## src/hdl/tlrm_mul.sv

```systemverilog
`default_nettype none

// Pipelined fixed-point multiply: the exact product is shifted right by F, truncating
// toward zero, and saturated to the word range. The magnitudes are split into halves
// so that no single multiplier is wider than half a word.
module tlrm_mul #(
    parameter int W = 32,
    parameter int F = 16
) (
    input  wire logic                i_clk,
    input  wire logic signed [W-1:0] i_a,
    input  wire logic signed [W-1:0] i_b,
    output logic signed [W-1:0]      o_prod,
    output logic                     o_ovf
);

    localparam int HB = (W + 1) / 2;
    localparam int DB = 2 * HB;
    localparam int PB = 4 * HB;
    localparam logic [PB-1:0] LIM  = {{(PB - W + 1){1'b0}}, {(W - 1){1'b1}}};
    localparam logic [PB-1:0] LIMN = LIM + PB'(1);
    localparam logic signed [W-1:0] WMAX = {1'b0, {(W - 1){1'b1}}};
    localparam logic signed [W-1:0] WMIN = {1'b1, {(W - 1){1'b0}}};

    logic [W-1:0]        am;
    logic [W-1:0]        bm;
    logic [DB-1:0]       r_xm;
    logic [DB-1:0]       r_ym;
    logic                r_neg1;
    logic [DB-1:0]       r_p00;
    logic [DB-1:0]       r_p01;
    logic [DB-1:0]       r_p10;
    logic [DB-1:0]       r_p11;
    logic                r_neg2;
    logic [PB-1:0]       r_sum;
    logic                r_neg3;
    logic [PB-1:0]       mag;
    logic signed [W-1:0] n_prod;
    logic                n_ovf;
    logic signed [W-1:0] r_prod;
    logic                r_ovf;

    // Magnitudes of both operands.
    always_comb begin
        am = i_a[W-1] ? W'(-i_a) : W'(i_a);
        bm = i_b[W-1] ? W'(-i_b) : W'(i_b);
    end

    // Stage one holds the magnitudes, stage two the four partial products,
    // stage three their sum.
    always_ff @(posedge i_clk) begin
        r_xm   <= DB'(am);
        r_ym   <= DB'(bm);
        r_neg1 <= i_a[W-1] ^ i_b[W-1];
        r_p00  <= r_xm[HB-1:0] * r_ym[HB-1:0];
        r_p01  <= r_xm[HB-1:0] * r_ym[DB-1:HB];
        r_p10  <= r_xm[DB-1:HB] * r_ym[HB-1:0];
        r_p11  <= r_xm[DB-1:HB] * r_ym[DB-1:HB];
        r_neg2 <= r_neg1;
        r_sum  <= {r_p11, r_p00} + (PB'(r_p01) << HB) + (PB'(r_p10) << HB);
        r_neg3 <= r_neg2;
    end

    // Drop the fraction bits, apply the sign and saturate.
    always_comb begin
        mag    = r_sum >> F;
        n_prod = W'(mag);
        n_ovf  = 1'b0;
        if (r_neg3) begin
            if (mag > LIMN) begin
                n_prod = WMIN;
                n_ovf  = 1'b1;
            end else begin
                n_prod = W'(-mag);
            end
        end else if (mag > LIM) begin
            n_prod = WMAX;
            n_ovf  = 1'b1;
        end
    end

    // Output register.
    always_ff @(posedge i_clk) begin
        r_prod <= n_prod;
        r_ovf  <= n_ovf;
    end

    assign o_prod = r_prod;
    assign o_ovf  = r_ovf;

endmodule

`default_nettype wire

```

## config.mk

```make
export PLATFORM = sky130hd
export DESIGN_NAME = tlrm_mul
export DESIGN_NICKNAME = d
export VERILOG_FILES = /design/src/hdl/tlrm_mul.sv
export SDC_FILE = /design/constraint.sdc
export NUM_CORES = 2
export LEC_CHECK = 0
export BUFFER_PORTS_ARGS = -buffer_cell sky130_fd_sc_hd__buf_4
export CAP_MARGIN = 20
export CORE_ASPECT_RATIO = 0.7
export CORE_MARGIN = 3
export CORE_UTILIZATION = 42
export CTS_CLUSTER_SIZE = 28
export DETAILED_ROUTE_END_ITERATION = 7
export HOLD_SLACK_MARGIN = 0.05
export SLEW_MARGIN = 20
export SYNTH_ARGS = -nofsm -noshare
export SYNTH_HDL_FRONTEND = slang
export SYNTH_SLANG_ARGS = --single-unit
```

## constraint.sdc

```tcl
create_clock -name i_clk -period 7.6 [get_ports i_clk]
set_clock_uncertainty 0.1 [all_clocks]
set_input_delay 2.28 -clock i_clk [delete_from_list [all_inputs] [get_ports i_clk]]
set_output_delay 2.28 -clock i_clk [all_outputs]
set_load 0.005 [all_outputs]
```

### Word level (Yosys, flattened, before mapping)

Index checks and enable logic that the tools add are counted.

| operators by class | value |
|---|---|
| add/sub/neg operators | 5 |
| $mul | 4 |
| order comparisons | 2 |
| multiplexer cells | 8 |
| bitwise operators | 1 |

Operators by type and width:

| operator | number |
|---|---|
| $add 64x48->64 | 2 |
| $mul 16x16->32 | 4 |
| $mux 32 | 3 |
| $neg 32->32 | 3 |
| $mux 31 | 2 |
| $gt 48x31->1 const B | 1 |
| $gt 48x32->1 const B | 1 |
| $mux 1 | 3 |
| $xor 1x1->1 | 1 |

| word-level totals | value |
|---|---|
| flip-flop bits (word level) | 292 |
| input bits | 65 |
| output and inout bits | 33 |
| logic and storage cells | 34 |

### Longest topological paths before layout

| depth | value |
|---|---|
| depth in word-level cells | 3 |
| mapped depth | 24 |
| depth with buffers taken out | 23 |

### Worst setup path before layout

No wires, ideal clock.

| timing | value |
|---|---|
| path type | flip-flop to flip-flop |
| start point | register r_ym[1] |
| end point | register r_p00[30] |
| setup time | 0.131 ns |
| arrival | 5.955 ns |
| required time | 7.369 ns |
| setup slack | 1.415 ns |
| cell stages (with the launch flop) | 22 |
| buffers on the path | 1 |
| clock period less this slack | 6.185 ns |
| cell sequence | dfxtp_1 clkbuf_1 nand2_1 fa_1 fa_1 fa_1 fa_1 inv_1 fa_1 inv_1 fa_1 inv_1 ha_1 and3_1 a211oi_1 nand3_1 o31ai_1 o211ai_1 a31o_2 a221oi_1 o31ai_1 xor2_1 |

| on the way | value |
|---|---|
| cells in the longest elaborated chain, start to end | 1 |

RTL lines:

| element | line | source |
|---|---|---|
| from (decl) | 28 | `logic [DB-1:0] r_ym;` |
| from (signal assigned) | 53 | `r_ym <= DB'(bm);` |
| $mul 16x16->32 | 55 | `r_p00 <= r_xm[HB-1:0] * r_ym[HB-1:0];` |
| to (signal assigned) | 55 |  |
| to (decl) | 30 | `logic [DB-1:0] r_p00;` |

Every way passes these cells.
A chain may end at the register's enable or synchronous reset.

### Worst setup path in the final report

| timing | value |
|---|---|
| start point | register r_xm[6] |
| end point | register r_p00[30] |

| on the way | value |
|---|---|
| cells in the longest elaborated chain, start to end | 1 |

RTL lines:

| element | line | source |
|---|---|---|
| from (decl) | 27 | `logic [DB-1:0] r_xm;` |
| from (signal assigned) | 52 | `r_xm <= DB'(am);` |
| $mul 16x16->32 | 55 |  |

Every way passes these cells.

==> metrics <==
outcome completed; WS Path Type reg -> reg; Via Count between 30,000 and 40,000; area of the mapped netlist about 44,000 µm²; Synth area leader fa_1; Yosys cell types 64; fraction of layout cells with a size suffix above 1 6.61%; CP startpoint kind flip-flop; syn_area_per_cell 9.00 µm²; Top Ports 98; largest net degree at the start of global routing 48; CTS tree yes; arrival time of the worst setup path 7630 ps; sequential-to-total area share from yosys stat 12.0%; Initial Util a little over two fifths; slew of the pin with the lowest slew margin 1180 ps; Layout fillers just under 10,000; flop2flop setup slack roughly 400 ps; Die W 391 µm; RR Endpoint r_p00[30]; setup tns final 0 ps; Synth top area share 37.2%; crit-path cells and2_1 > fa_1 > inv_1 > fa_1 > fa_1 > inv_1 > fa_1 > fa_1 > inv_1 > fa_1 > inv_1 > ha_1 > and3_1 > a211oi_1 > nand3_1 > o31ai_1 > o211ai_1 > a31o_2 > a221oi_1 > o31ai_1 > xor2_1; f_max between 0.1 and 0.15 GHz; synth cell count leaders inv_1 (943), fa_1 (808), nand2_1 (673), and2_1 (476), ha_1 (448); RR Startpoint r_xm[6]; aggregate routed wire length 124,000 µm; Final min period 7200 ps; CP top delay family adder cells; crit end category flip-flop; most frequent CP cell fa_1; GR Util All Layers a little under a quarter; Iter 0 DRT Violations 2,647; Crit path depth 21; crit-path max FO 14; TritonCTS buffer count 31; CTS sink cnt 260; Max-cap violations 0; R2R cell count 21; CP bufs+invs 4; DRC 0; Die Ht ~280 µm; vias in the first global route 33,000; port bufs 97; cts hold-fix bufs 0; CTS H-tree lvls 1; clk slew on worst S/H paths 70 ps; Final Hold Viols 0; most numerous cell in the Yosys netlist inv_1; Clk Latency, worst-skew pair 660 ps; FP Rows 98; drt pass-1 iters 6; Nets about 6,200; Yosys reg bits 260; period utilization a little over nine tenths; Yosys Warn Count 0; top_reg_cell synth dfxtp_1; top cells by area, synth fa_1 (37%), ha_1 (13%), dfxtp_1 (12%), inv_1 (8.1%), and2_1 (6.8%); CP peak stage delay approximately 940 ps; die area approximately 110,000 µm²; Clk Tree Root Cell clkbuf_16; post-detailed-route via-to-cell ratio approximately 5; crit path max-delay cell type dfxtp_1; Resized cells post-CTS 0; Setup Fix Bufs, Post-CTS 0; post-synth net total roughly 6,200; RSZ-0062 raised after global routing false; Setup Viol. Count Final 0; first-pass GRT wire length 197,000 µm; GRT Residual Overflow 0; Detail Placement HPWL 99,900 µm; hold path endpoint r_neg2; GP Congestion around 0.90; CORE AREA 103,000 µm²; Required @ worst endpoint 8030 ps; initial antenna violation count 5; synth-to-layout area growth 9.09%; Post-synth EDFFs 0; hold_sp r_neg1; Final ANT Viol Nets 0; Post-Syn Instances 4,839; Final Slew Violations 0; worst hold stages 0; Max clock buf depth 3; Worst Hold Class reg -> reg; Async SR Flop Fraction 0%; Avg WL per Cell 19.7 µm; slew margin rel. 21.3%
[worst max-delay path by stage]
stage	end	start	slack (ps)
floorplan	r_p00[30]	r_ym[1]	1410
global placement	r_p11[30]	r_ym[25]	600
detailed placement	r_p00[30]	r_xm[6]	500
CTS	r_p00[30]	r_xm[6]	470
global route	r_p11[31]	r_ym[18]	40
finish	r_p00[30]	r_xm[6]	400
[kinds of logic after synthesis]
| group | Yosys count | share of synthesized area, % |
|---|---|---|
| AOI/OAI and AO/OA | 487 | 7.26 |
| xor gates and xnor gates | 201 | 4.04 |
| adders and majority gates | 1256 | 50.0 |
| buffers and inverters | 1166 | 10.1 |
| DFF | 260 | 12.0 |
| muxes | 1 | 0.0230 |
| and+or+nand+nor | 1468 | 16.6 |
[state kept, by name (all words and copies together), names as in the netlist]
signal / cells
o_prod: 32
r_sum: 48
r_neg3: 1
r_p01: 32
o_ovf: 1
r_ym: 32
r_p11: 32
r_p10: 32
r_xm: 32
r_neg2: 1
r_p00: 16
r_neg1: 1
[worst reg2reg max path, delay by kind of cell (launching register included)]
family	cells	cell delay, ps
adder cells (fa/ha/maj)	7	3240
XOR/XNOR	1	160
flip-flops	1	940
AO/OA/AOI/OAI	6	1850
buffers and inverters	4	250
AND/OR/NAND/NOR	3	540
[cell usage in the layout (no fill, tap or decap), types with 15 or more instances in the layout]
| cell type | n |
|---|---|
| nor3_1 | 32 |
| xnor2_1 | 146 |
| fa_1 | 808 |
| a31oi_1 | 24 |
| buf_4 | 233 |
| and2_1 | 476 |
| xor2_1 | 55 |
| nor2_1 | 105 |
| o21ai_0 | 92 |
| nand3_1 | 33 |
| ha_1 | 448 |
| a21o_1 | 73 |
| o31ai_1 | 31 |
| a21oi_1 | 137 |
| or3_1 | 18 |
| nand2b_1 | 24 |
| and3_1 | 15 |
| o311ai_0 | 15 |
| a211oi_1 | 15 |
| clkbuf_16 | 31 |
| inv_1 | 943 |
| nand4_1 | 23 |
| nand2_1 | 673 |
| o21a_1 | 20 |
| dfxtp_1 | 258 |
| nor2b_1 | 15 |
[layer usage]
metal	global-route usage, %	share of wire (%)	wire length [µm]
met1	36.7	49	61000
met2	32.8	39	47900
met3	6.32	10	12400
met4	3.60	1.8	2220
met5	0	0.011	13
[stage by stage]
| step | hold WS (ps) | cell area (µm²) | utilization (%) | instances | setup WS, ps |
|---|---|---|---|---|---|
| 2_1_floorplan | 210 | 43500 | - | 4839 | 1410 |
| 3_3_place_gp | 218 | 46400 | 45.3 | 6213 | 600 |
| 3_5_place_dp | 235 | 46400 | 45.3 | 6213 | 500 |
| 4_1_cts | 252 | 47500 | 46.3 | 6269 | 473 |
| 5_1_grt | 258 | 47500 | 46.3 | 6269 | 36.1 |
| 6_report | 245 | 47500 | 46.3 | 6271 | 401 |
[area by class of cell]
cell class              instances  area (µm²)  area share (%)
well taps                    1350        1690            3.56
diodes                          2        5.00          0.0105
inverters                     943        3540            7.45
flip-flops and latches        260        5210            11.0
repair buffers                247        2030            4.27
clock buffers                  43         891            1.88
clock inverters                13         179           0.377
multi-input cells            3413       33900            71.5
Power is left out: the tool's default activity adds up to more than one toggle a clock period on the data nets, which glitch-free logic cannot reach.
