==> src/hdl/tlrm_recip.sv <==
`default_nettype none

// Pipelined reciprocal 2^(2F)/x of a signed word, truncated toward zero and saturated.
// One restoring-division step per stage gives one quotient bit per stage.
// A new operand may enter in every cycle.
module tlrm_recip #(
    parameter int W = 32,
    parameter int F = 16
) (
    input  wire logic                i_clk,
    input  wire logic signed [W-1:0] i_den,
    output logic signed [W-1:0]      o_quo,
    output logic                     o_ovf
);

    localparam int QW = 2 * F + 1;
    localparam int CW = (QW > W ? QW : W) + 1;
    localparam logic [CW-1:0] LIM  = {{(CW - W + 1){1'b0}}, {(W - 1){1'b1}}};
    localparam logic [CW-1:0] LIMN = LIM + CW'(1);
    localparam logic signed [W-1:0] WMAX = {1'b0, {(W - 1){1'b1}}};
    localparam logic signed [W-1:0] WMIN = {1'b1, {(W - 1){1'b0}}};

    logic [W-1:0]  r_dm   [QW+1];
    logic [W-1:0]  r_rem  [QW+1];
    logic [QW-1:0] r_q    [QW+1];
    logic          r_neg  [QW+1];
    logic          r_zero [QW+1];

    logic [W:0]          trial [QW];
    logic                ge    [QW];
    logic [CW-1:0]       mag;
    logic signed [W-1:0] n_quo;
    logic                n_ovf;
    logic signed [W-1:0] r_quo;
    logic                r_ovf;

    // Each stage shifts one dividend bit into the remainder and tries a subtraction.
    // The dividend is a single one at bit 2F, so only the first stage brings in a one.
    always_comb begin
        for (int k = 0; k < QW; k++) begin
            trial[k] = {r_rem[k], (k == 0) ? 1'b1 : 1'b0};
            ge[k]    = (trial[k] >= {1'b0, r_dm[k]});
        end
    end

    // The magnitude of the divisor is taken on entry, then the division stages follow.
    always_ff @(posedge i_clk) begin
        r_dm[0]   <= i_den[W-1] ? W'(-i_den) : W'(i_den);
        r_rem[0]  <= '0;
        r_q[0]    <= '0;
        r_neg[0]  <= i_den[W-1];
        r_zero[0] <= (i_den == '0);
        for (int k = 0; k < QW; k++) begin
            r_dm[k+1]   <= r_dm[k];
            r_rem[k+1]  <= ge[k] ? W'(trial[k] - {1'b0, r_dm[k]}) : W'(trial[k]);
            r_q[k+1]    <= {r_q[k][QW-2:0], ge[k]};
            r_neg[k+1]  <= r_neg[k];
            r_zero[k+1] <= r_zero[k];
        end
    end

    // The quotient gets its sign and is saturated to the word range.
    // A zero divisor gives the largest positive word.
    always_comb begin
        mag   = CW'(r_q[QW]);
        n_quo = W'(mag);
        n_ovf = 1'b0;
        if (r_zero[QW]) begin
            n_quo = WMAX;
            n_ovf = 1'b1;
        end else if (r_neg[QW]) begin
            if (mag > LIMN) begin
                n_quo = WMIN;
                n_ovf = 1'b1;
            end else begin
                n_quo = W'(-mag);
            end
        end else if (mag > LIM) begin
            n_quo = WMAX;
            n_ovf = 1'b1;
        end
    end

    // Output register.
    always_ff @(posedge i_clk) begin
        r_quo <= n_quo;
        r_ovf <= n_ovf;
    end

    assign o_quo = r_quo;
    assign o_ovf = r_ovf;

endmodule

`default_nettype wire

==> config.mk <==
export PLATFORM = sky130hd
export DESIGN_NAME = tlrm_recip
export DESIGN_NICKNAME = d
export VERILOG_FILES = /design/src/hdl/tlrm_recip.sv
export SDC_FILE = /design/constraint.sdc
export NUM_CORES = 2
export LEC_CHECK = 0
export BUFFER_PORTS_ARGS = -buffer_cell sky130_fd_sc_hd__buf_2
export CORE_UTILIZATION = 45
export DETAILED_ROUTE_END_ITERATION = 6
export SLEW_MARGIN = 20
export SYNTH_ARGS = -nofsm -noshare
export SYNTH_HDL_FRONTEND = slang
export SYNTH_SLANG_ARGS = --single-unit
==> constraint.sdc <==
create_clock -name i_clk -period 3.95 [get_ports i_clk]
set_clock_uncertainty 0.2 [all_clocks]
set_input_delay 0.5925 -clock i_clk [delete_from_list [all_inputs] [get_ports i_clk]]
set_output_delay 0.5925 -clock i_clk [all_outputs]
set_load 0.02 [all_outputs]
# After elaboration in Yosys (flattened, before gate mapping)
# Memories as Yosys holds them, arrays and structs flattened.
# Index checks and enable logic that the tools add are counted.
[totals]
reg_bits = 33
ramBits = 3366
in_bits = 33
mem_count = 5
wordCells = 118
out_inout_bits = 33
[op_classes]
muxes = 40
magnitude_cmp = 35
reduce_logical = 1
add_sub_neg = 35
[memory_table]
columns = ["memory", "depth", "word_bits", "rd", "rd_ports_with_merged_regs", "write_ports", "line", "text"]
rows = [
  ["r_q", 34, 33, 34, 0, 34, "25", "logic [QW-1:0] r_q [QW+1];"],
  ["r_dm", 34, 32, 33, 0, 34, "23", "logic [W-1:0] r_dm [QW+1];"],
  ["r_rem", 34, 32, 33, 0, 34, "24", "logic [W-1:0] r_rem [QW+1];"],
  ["r_neg", 34, 1, 34, 0, 34, "26", "logic r_neg [QW+1];"],
  ["r_zero", 34, 1, 34, 0, 34, "27", "logic r_zero [QW+1];"],
]
[ops]
columns = ["operator", "n"]
rows = [
  ["$mux W32", 37],
  ["$ge A33 B32 Y1", 33],
  ["$sub A32 B32 Y32", 33],
  ["$neg A32 Y32", 2],
  ["$gt A33 B31 Y1 const B", 1],
  ["$gt A33 B32 Y1 const B", 1],
  ["$logic_not A32 Y1", 1],
  ["$mux W1", 3],
]

# Depth between registers and ports, before layout
# An unclocked memory read counts as a cell.
[depth]
depth_word = 4
mapped_depth = 15
depth_no_buf = 13

# Worst setup path after synthesis
# Ideal clock, no wire load.
[synth_path]
kind = "reg2reg"
startpoint = "mem r_dm[28][1]"
endpoint = "mem r_rem[29][10]"
slack_ns = 0.309
arrival_ns = 3.320
stages_incl_launch_ff = 14
n_path_buf = 1
setup_time_ns = 0.121
t_required_ns = 3.629
period_less_slack_ns = 3.641
cell_sequence = "dfxtp_1 > inv_1 > ha_1 > nor2b_1 > o31a_1 > o41ai_1 > or4_1 > nand3_1 > a221o_1 > a21o_1 > a22o_1 > a21oi_1 > buf_2 > mux2_2"
[synth_rtl]
columns = ["element", "line"]
rows = [
  ["from (decl)", "23"],
  ["to (decl)", "24"],
]

==> impl_metrics.env <==
export IMPL_status="finished, violations left"
export IMPL_violations="design-rule violations"
export IMPL_grt_pass1_vias=89780
export IMPL_htreeDepth=5
export IMPL_max_slew_margin_pct=32.73
export IMPL_worstSetupStartpointType="flip-flop"
export IMPL_start_util_pct=45.42
export IMPL_layout_drive_gt1_share_pct=10.62
export IMPL_cts_sinks=2742
export IMPL_drv_cap=0
export IMPL_dieWidth_um=523.1
export IMPL_syn_cell_area_sq_mm=0.1222
export IMPL_max_freq_mhz=259.5
export IMPL_final_nets=14430
export IMPL_fillCellCount=24440
export IMPL_hold_path_class="reg -> reg"
export IMPL_yosysSeqAreaShare_pct=44.91
export IMPL_finalCriticalPeriod_ns=3.853
export IMPL_slew_viol_final=0
export IMPL_ant_nets=0
export IMPL_rows=190
export IMPL_finalCritPeriodShare_pct=97.54
export IMPL_grt_pass1_wl_mm=494.9
export IMPL_clockBufferDepth=4
export IMPL_grt_antenna_before_repair=8
export IMPL_clock_latency_ns=0.90
export IMPL_core_sq_mm=0.2691
export IMPL_grt_use_total_pct=22.58
export IMPL_power_density_mw_per_mm2=1025
export IMPL_yosysWarnings=0
export IMPL_io_pins=66
export IMPL_place_gp_congestion=0.9214
export IMPL_dieArea_sq_mm=0.2737
export IMPL_synth_area_per_cell_sq_um=9.457
export IMPL_utilization_pct=51.85
export IMPL_holdWs_ns=0.1043
export IMPL_cts_buffers=298
export IMPL_cp_arrival_ns=4.41
export IMPL_ys_flop_type="dfxtp_1"
export IMPL_yosys_register_bits=2742
export IMPL_worst_slew_pin_slew_ns=0.9836
export IMPL_clock_root_buffer="clkbuf_16"
export IMPL_r2r_slack_ns=0.1
export IMPL_cp_max_fo=6
export IMPL_die_h_um=523.1
export IMPL_drc=1
export IMPL_placed_cells=16520
export IMPL_synth_enable_flop_cells=0
export IMPL_syn_to_final_growth_pct=14.18
export IMPL_worst_ep_required_time_ns=4.51
export IMPL_final_common_cell="dfxtp_1"
export IMPL_vdd_drop_max_mv=0.3864
export IMPL_dpl_hpwl_mm=248.3
export IMPL_critical_path_class="reg -> reg"
export IMPL_p_leak_nw=63.78
export IMPL_port_buffers=65
export IMPL_syn_inst=12920
export IMPL_vias_per_cell=5.320
export IMPL_cp_end_kind="flip-flop"
export IMPL_clkTransAtPathRegs_ns=0.06
export IMPL_wl_mm=318.0
export IMPL_yosysUniqueCellTypes=97
export IMPL_final_cell_mix="dfxtp_1 (2,737), inv_1 (1,297), a21oi_1 (1,045), ha_1 (1,027), nand2_1 (790)"
export IMPL_wl_per_cell_um=18.56
export IMPL_grt_max_degree=54
export IMPL_finalHoldViolCount=0
export IMPL_gr_total_overflow=0
export IMPL_first_pass_iters=7
export IMPL_async_flop_share_pct=0
export IMPL_initialDrtViolationCount=5978
export IMPL_final_setup_viol_count=0
export IMPL_via_count=91150
export IMPL_cts_tree="yes"
export IMPL_final_cells=17140
cell type report:
| cell class | count | area (sq um) | share of cell area [%] |
|---|---|---|---|
| diodes | 11 | 27.53 | 0.01973 |
| clock buffers | 401 | 8318 | 5.961 |
| clock inverters | 128 | 1788 | 1.281 |
| inverters | 1299 | 4876 | 3.494 |
| multi-input cells | 8613 | 61880 | 44.34 |
| flip-flops and latches | 2742 | 54900 | 39.34 |
| well taps | 3552 | 4444 | 3.185 |
| repair buffers | 389 | 3317 | 2.377 |
layer usage:
metal / vias to the layer above / wire length [um] / global-route usage, %
met5: - / 13 / 0
met2: 1927 / 145800 / 37.53
met1: 42870 / 149200 / 30.35
met3: 553 / 12340 / 2.241
met4: 2 / 10720 / 8.060
li1: 45800 / - / -
final timing paths:
| check | startpoint | cells after the start | end |
|---|---|---|---|
| setup / recovery | r_dm[14][10] | 12 | r_rem[15][28] |
| hold / removal | r_q[25][22] | 0 | r_q[26][23] |
| setup reg to reg | r_dm[14][10] | 12 | r_rem[15][28] |
| hold reg to reg | r_q[25][22] | 0 | r_q[26][23] |
synth_stat cells, drive strengths merged (19+ instances only):
master	instances	area, sq um
a31oi	115	719.4
dfxtp	2742	54890
o21bai	111	833.3
o21a	156	1171
nor2b	158	988.5
inv	1297	4868
buf	55	260.3
o41ai	20	197.7
mux2	477	5371
mux2i	33	330.3
nand2	791	2972
xor2	298	2610
xnor2	540	4730
o31ai	86	650.6
o211ai	50	375.4
nor3	153	777.0
nand2b	137	857.1
fa	31	620.6
o311ai	33	296.5
a211o	41	359.1
nor4	59	381.6
a221oi	29	254.0
a21oi	1057	5294
nand3	220	1119
a21o	521	3911
a211oi	87	653.1
o2111ai	20	175.2
clkbuf	232	870.8
and2	57	356.6
or3	56	350.3
a311oi	22	198.9
or2	52	325.3
a2111oi	23	207.7
ha	1027	12850
a21boi	41	307.8
nand4	155	969.7
and3	98	613.1
o31a	42	367.9
nor2	774	2905
and4	32	280.3
or4	19	146.4
o21ai	750	3765
through the flow:
| stage | setup WS, ns | total power [mW] | area [sq um] | TNS [ns] |
|---|---|---|---|---|
| after floorplan | 0.3093 | 93.89 | 122300 | 0 |
| after global placement | -0.04648 | 112.7 | 128400 | -0.04648 |
| after detailed placement | -0.07249 | 113.6 | 128400 | -0.7362 |
| after CTS | 0.01042 | 143.1 | 139100 | 0 |
| after global routing | -0.006690 | 153.5 | 139500 | -0.03217 |
| final | 0.09710 | 143.1 | 139500 | 0 |
worst max-delay path, stage by stage (launching register included):
cell,delay (ns)
dfxtp_1,0.34
inv_1,0.05
ha_1,0.37
and3_1,0.28
a31o_2,0.28
a211o_1,0.29
o211ai_1,0.26
o22ai_1,0.18
o31a_1,0.31
a211oi_1,0.50
o21bai_1,0.19
o21ba_2,0.23
mux2_2,0.25
state kept, by name, indices dropped and copies added, names as in the netlist:
name	flops
r_neg	34
r_zero	34
r_rem	1024
r_dm	1056
r_q	561
o_ovf	1
o_quo	32
kinds of logic after synthesis:
group | share of synthesized area, %
compound gates | 17.42
simple gates | 11.06
flops | 44.91
buf+inv | 4.915
fa+ha+maj | 11.02
xor+xnor | 6.005
mux | 4.665
other cells | 0.003068
power by group:
part	total, mW	internal (mW)	switching (mW)	leakage, nW
Clock	28.4	17.0	11.4	4.92
Combinational	71.0	32.9	38.1	35.8
Sequential	43.6	37.3	6.28	23.0
repair_timing:
item | CTS | global route
hold buffers | 54 | 0
hold endpoints to repair | 34 | 0
buffers inserted | 0 | 8
endpoints found under the setup margin | 35 | 407
gates resized for setup | 3 | 53
pin swaps | 0 | 16
cloned | 1 | 8
(Power assumes the default switching activity.)
